$ cat src/mbe_pkg.sv
package mbe_pkg;

  // Frame size seen by the coordinate mapping
  localparam int unsigned WIDTH  = 1024;
  localparam int unsigned HEIGHT = 1024;

  localparam int unsigned NUM_W  = 14;   // p - mouse - size/2
  localparam int unsigned DEN_W  = 46;   // zoom*size + mouse<<24, Q.24
  localparam int unsigned DIVD_W = 64;   // dividend of both dividers
  localparam int unsigned CNT_W  = 7;

  localparam logic signed [NUM_W-1:0] HALF_W = NUM_W'(WIDTH / 2);
  localparam logic signed [NUM_W-1:0] HALF_H = NUM_W'(HEIGHT / 2);

  localparam logic [CNT_W-1:0] AXIS_STEPS = CNT_W'(64);
  localparam logic [CNT_W-1:0] COL_STEPS  = CNT_W'(20);

  localparam logic [19:0] COLOUR_BASE = 20'h0F0000;
  localparam logic [63:0] FOUR_Q56    = 64'h0400_0000_0000_0000;

  // Configuration register indexes
  localparam logic [2:0] CFG_MOUSE_X = 3'd0;
  localparam logic [2:0] CFG_MOUSE_Y = 3'd1;
  localparam logic [2:0] CFG_ZOOM    = 3'd2;
  localparam logic [2:0] CFG_SHIFT_R = 3'd3;
  localparam logic [2:0] CFG_SHIFT_I = 3'd4;
  localparam logic [2:0] CFG_LIMIT   = 3'd5;

  typedef enum logic [2:0] {
    ST_IDLE,
    ST_START,
    ST_DIV,
    ST_MUL,
    ST_UPD,
    ST_COL,
    ST_OUT
  } state_t;

  typedef struct packed {
    logic load;
    logic div_start;
    logic set_c;
    logic mul;
    logic upd;
    logic col_start;
    logic out_load;
  } cmd_t;

  typedef struct packed {
    logic div_busy;
    logic lim_hit;
    logic escaped;
  } status_t;

endpackage

$ cat src/mbe_ctrl.sv
module mbe_ctrl (
  input  logic              clk,
  input  logic              rst_n,
  input  logic              in_valid,
  output logic              in_ready,
  output logic              out_valid,
  input  logic              out_ready,
  input  mbe_pkg::status_t  st,
  output mbe_pkg::cmd_t     cmd
);

  mbe_pkg::state_t state_r, state_nxt;
  logic            out_valid_r, out_valid_nxt;

  always_ff @(posedge clk) begin
    if (!rst_n) begin
      state_r     <= mbe_pkg::ST_IDLE;
      out_valid_r <= 1'b0;
    end else begin
      state_r     <= state_nxt;
      out_valid_r <= out_valid_nxt;
    end
  end

  // Sequence divide, iterate, colour divide, then hand off the item
  always_comb begin
    state_nxt = state_r;
    cmd       = '0;
    in_ready  = 1'b0;
    out_valid_nxt = out_valid_r & ~out_ready;
    case (state_r)
      mbe_pkg::ST_IDLE: begin
        in_ready = 1'b1;
        if (in_valid) begin
          cmd.load  = 1'b1;
          state_nxt = mbe_pkg::ST_START;
        end
      end
      mbe_pkg::ST_START: begin
        cmd.div_start = 1'b1;
        state_nxt     = mbe_pkg::ST_DIV;
      end
      mbe_pkg::ST_DIV: begin
        if (!st.div_busy) begin
          cmd.set_c = 1'b1;
          state_nxt = mbe_pkg::ST_MUL;
        end
      end
      mbe_pkg::ST_MUL: begin
        if (st.lim_hit) begin
          state_nxt = mbe_pkg::ST_COL;
        end else begin
          cmd.mul   = 1'b1;
          state_nxt = mbe_pkg::ST_UPD;
        end
      end
      mbe_pkg::ST_UPD: begin
        if (st.escaped) begin
          state_nxt = mbe_pkg::ST_COL;
        end else begin
          cmd.upd   = 1'b1;
          state_nxt = mbe_pkg::ST_MUL;
        end
      end
      mbe_pkg::ST_COL: begin
        cmd.col_start = 1'b1;
        state_nxt     = mbe_pkg::ST_OUT;
      end
      mbe_pkg::ST_OUT: begin
        if (!st.div_busy && (!out_valid_r || out_ready)) begin
          cmd.out_load  = 1'b1;
          out_valid_nxt = 1'b1;
          state_nxt     = mbe_pkg::ST_IDLE;
        end
      end
      default: state_nxt = mbe_pkg::ST_IDLE;
    endcase
  end

  assign out_valid = out_valid_r;

  a_div_busy: assert property (@(posedge clk) disable iff (!rst_n)
    cmd.div_start |=> st.div_busy) else $error("divider did not start");
  a_out_free: assert property (@(posedge clk) disable iff (!rst_n)
    cmd.out_load |-> (!out_valid_r || out_ready)) else $error("result overwritten");
  a_no_extra: assert property (@(posedge clk) disable iff (!rst_n)
    cmd.mul |-> !st.lim_hit) else $error("iteration past limit");

endmodule

$ cat config.mk
export PLATFORM = sky130hd
export DESIGN_NAME = mbe_ctrl
export DESIGN_NICKNAME = d
export VERILOG_FILES = /design/src/mbe_pkg.sv /design/src/mbe_ctrl.sv
export SDC_FILE = /design/constraint.sdc
export NUM_CORES = 1
export LEC_CHECK = 0
export BUFFER_PORTS_ARGS = -buffer_cell sky130_fd_sc_hd__buf_2
export CAP_MARGIN = 20
export CORE_AREA = 10 10 47 49
export CTS_BUF_LIST = sky130_fd_sc_hd__clkbuf_2
export DETAILED_ROUTE_END_ITERATION = 10
export DIE_AREA = 0 0 57 59
export HOLD_SLACK_MARGIN = 0.03
export SLEW_MARGIN = 20
export SYNTH_ARGS = -nofsm -noshare
export SYNTH_HDL_FRONTEND = slang
export SYNTH_SLANG_ARGS = --single-unit
$ cat constraint.sdc
create_clock -name clk -period 0.88 [get_ports clk]
set_input_delay 0.088 -clock clk [delete_from_list [all_inputs] [get_ports clk]]
set_output_delay 0.088 -clock clk [all_outputs]
set_load 0.05 [all_outputs]
==> results.md <==
* Status: complete, but fails checks
* Failing checks: setup timing
* Max incr delay on CP at ~0.36 ns
* Overall global routing resource usage at 0.06791
* Finish-stage setup viols at 12
* Post-detailed-route count of antenna-violating nets at 0
* Number of max-capacitance violations reported at 0
* Maximum net fanout on the critical path at 6
* Io pins at 16
* Switching power at approximately 350 µW
* Clock Path Buffers at 2
* Input/output buffers at 15
* Placed Area at about 500 µm²
* Switching share of total power at 0.4014
* Path class of the lowest-slack min-delay path: in -> reg
* Total overflow reported by the global router at 0
* Mux share of post-synthesis cell area at 0
* Number of hold violations in the final report at 0
* Worst Reg-to-Reg Cells at 5
* Sum of routed wire segments on met1 at between 300 and 400 µm
* Starting DRC count in detailed routing at 0
* Adder-Cell Fraction of Synth Area at 0
* Post-Syn Instances at 36
* Launch instance of the worst min-delay path: rst_n
* Setup repair after global routing missed its margin: yes
* Ratio of total power to cell area at ~1300 nW/µm²
* Max Transition Viols Final at 0
* Cells taking the most area after synthesis: sky130_fd_sc_hd__dfxtp_1 (24%), sky130_fd_sc_hd__buf_6 (6.6%), sky130_fd_sc_hd__and3b_1 (5.2%), sky130_fd_sc_hd__nor3_4 (4.8%), sky130_fd_sc_hd__nor3b_1 (4.4%)
* Synth Area in Simple Gates at 0.4059
* Dpl hpwl at between 700 and 800 µm
* Static leakage at ~0.28 nW
* Chip height at between 50 and 60 µm
* Worst setup path class: reg -> out
* Amount of wire on met3 after detailed routing at between 90 and 100 µm
* Required time of the worst setup path at 0.79 ns
* TritonCTS sink count at 4
* Total via count after detailed routing at ~350
* Met2 routed wirelength at around 460 µm
* Total of fill cells in the finished design at 140
* Yosys Warn Count at 0
* Post-route insts no fill at 77
* First-pass iteration count of the detailed router at 1
* Data arrival time of the critical path at 1.12 ns
* Cell count along the critical path at 4
* Clock buffers created by TritonCTS at 3
* Maximum number of pins on one net before global-route repair at 8
* CTS root buf: sky130_fd_sc_hd__clkbuf_2
* Number of distinct library cell variants in the gate-level netlist after synthesis at 26
* Mean number of vias per cell at 4.597
* Combinational family with the most area after synthesis: simple AND/OR/NAND/NOR gates
* Library cell occupying the most area in the post-synthesis netlist: sky130_fd_sc_hd__dfxtp_1
* Final Net Count at just under 70
* Clock tree from TritonCTS: yes
* Number of stages on the worst hold path at 2
* Number of enable-type register cells in the synthesized netlist at 0
* CTS Hold Bufs at 0
* Share of total power in combinational logic at 0.497
* Most common cell in the netlist: sky130_fd_sc_hd__dfxtp_1
* Mean routed wirelength per cell at about 12 µm
* Kind of end point of the critical path: output port
* Proportion of power drawn by flip-flops and latches at 0.265
* Highest metal used: met4
* H-tree depth at 1
* Upper clock frequency limit at roughly 830 MHz
* Slowest cell on crit path: sky130_fd_sc_hd__dfxtp_4
* Cell class contributing the biggest share of worst-path delay: flip-flops
* RePlAce Congestion at ~0.67
* Vias in the first global route at ~430
* Antenna violations before repair at 0
* Setup slack after placement at -0.2973 ns
* Sequential share of the synthesized area at 0.2362
* Fraction of the mapped netlist area in compound gates at 0.2694
* Area of the mapped netlist at roughly 340 µm²
* Share of the synthesized area in the top cell type at 0.2362
* Internal power summed over all cells at 519.1 µW
* Combined buffer and inverter count along the critical path at 2
* Post-Route Skew at 0.009436 ns
* Total wire length after detailed routing at between 900 and 1000 µm
* Clock-pin slew reported for the worst setup and hold paths after clock tree synthesis at roughly 0.050 ns
* Most common flop cell mapped by yosys: sky130_fd_sc_hd__dfxtp_1
* Tightest slew margin relative to the limit at 0.8321
* Synth async-reset ratio at 0
* Origin of the worst setup path: state_r[2]
* Signed area change from the synthesized netlist to the final layout at 92.25%
* Portion of total power attributed to the clock network at 0.237
* Share of layout cells above drive strength 1 at 0.8033
* Overall die area at 3363 µm²
* Core utilization of the finished layout at 0.4652
* Die width at roughly 57 µm
* Syn_area_per_cell at ~9.4 µm²
* Num rows at 14
* DRC violation count after routing at 0
* Element type at the critical path start: flop
* Total nets after synthesis at 43
* Global-route wire length before repair at 1814 µm
* Maximum resistive drop on vdd at 0.6713 mV
* Post-synthesis xor/xnor area fraction at 0
* Ordered cell list for the critical path: buf_12 -> nor3_4 -> and2_4 -> buf_8
* Final worst path period need at around 1.2 ns
* Worst-margin pin slew at around 0.25 ns
* Register bit count reported by yosys at 4
* Placeable core region at 1401 µm²
* Critical register-to-register path startpoint: state_r[1]
* Initial core utilization at 0.2420
* Ant diodes at 0
* Period utilization at 1.373
* Crit path setup slack, layout at -0.3283 ns
* Post-route cell area at around 650 µm²
* Placed Cells at 70
* Clock latency of the later-clocked register in the worst-skew pair at between 0.2 and 0.25 ns
stage by stage:
step	hold WS [ns]	total power, mW	setup TNS, ns
finish	0.1271	0.8671	-2.894
CTS	0.1134	0.8701	-3.056
floorplan	0.2048	0.4958	-2.504
global placement	0.3509	0.5631	-1.812
detailed placement	0.3564	0.5641	-1.952
global route	0.1227	0.9185	-3.642
area by class of cell:
type / count / area, µm² / area share
clock buffers: 4 / 20.02 / 0.03071
multi-input cells: 29 / 304.0 / 0.4664
repair buffers: 24 / 212.7 / 0.3263
well taps: 16 / 20.02 / 0.03071
flip-flops and latches: 4 / 95.09 / 0.1459
sequential cells by signal, indices dropped and copies added (netlist names):
signal / flops
state_r: 3
out_valid: 1
worst paths after layout:
path                                    to  slack, ns
worst max-delay path                cmd[6]      -0.33
worst min-delay path            state_r[2]       0.13
worst max register to register  state_r[2]      -0.19
worst min register to register  state_r[1]       0.61
cells by family (layout without fill, tap and decap cells):
logic type             Yosys count  count (layout)
and+or+nand+nor                 17              17
AOI/OAI and AO/OA               12              12
DFF                              4               4
buffers and inverters            3              28
worst reg2reg max path, stage by stage (launching register included):
cell	delay (ns)
sky130_fd_sc_hd__dfxtp_4	0.36
sky130_fd_sc_hd__buf_6	0.13
sky130_fd_sc_hd__buf_6	0.11
sky130_fd_sc_hd__nor2b_4	0.12
sky130_fd_sc_hd__o211a_1	0.10
sky130_fd_sc_hd__o21a_1	0.16
power by group through the flow:
stage / clock (mW) / sequential, mW / combinational [mW]
2_1_floorplan: 0 / 0.211 / 0.285
3_3_place_gp: 0 / 0.234 / 0.329
3_5_place_dp: 0 / 0.236 / 0.328
4_1_cts: 0.214 / 0.230 / 0.426
5_1_grt: 0.223 / 0.235 / 0.460
6_report: 0.206 / 0.230 / 0.431
layout by cell type (no fill, tap or decap), types with 2 or more instances in the layout:
master and count:
sky130_fd_sc_hd__and3b_2 2, sky130_fd_sc_hd__a21oi_2 2, sky130_fd_sc_hd__buf_6 8, sky130_fd_sc_hd__clkbuf_2 4, sky130_fd_sc_hd__o21a_1 2, sky130_fd_sc_hd__buf_2 7, sky130_fd_sc_hd__nor3_4 3, sky130_fd_sc_hd__o21ai_1 3
sky130_fd_sc_hd__dfxtp_4 4, sky130_fd_sc_hd__nor2b_4 4, sky130_fd_sc_hd__buf_4 7
timing repair:
action / CTS / global route
pin swaps: 3 / 2
resized for setup: 29 / 3
endpoints found under the setup margin: 13 / 12
buffers inserted: 3 / 0
layer usage:
metal | global-route usage | up-vias
li1 | - | 182
met1 | 0.06548 | 157
met2 | 0.1116 | 13
met3 | 0.05150 | 2
met4 | 0.02013 | 0
met5 | 0 | -
Power figures use the tool's default switching activity.
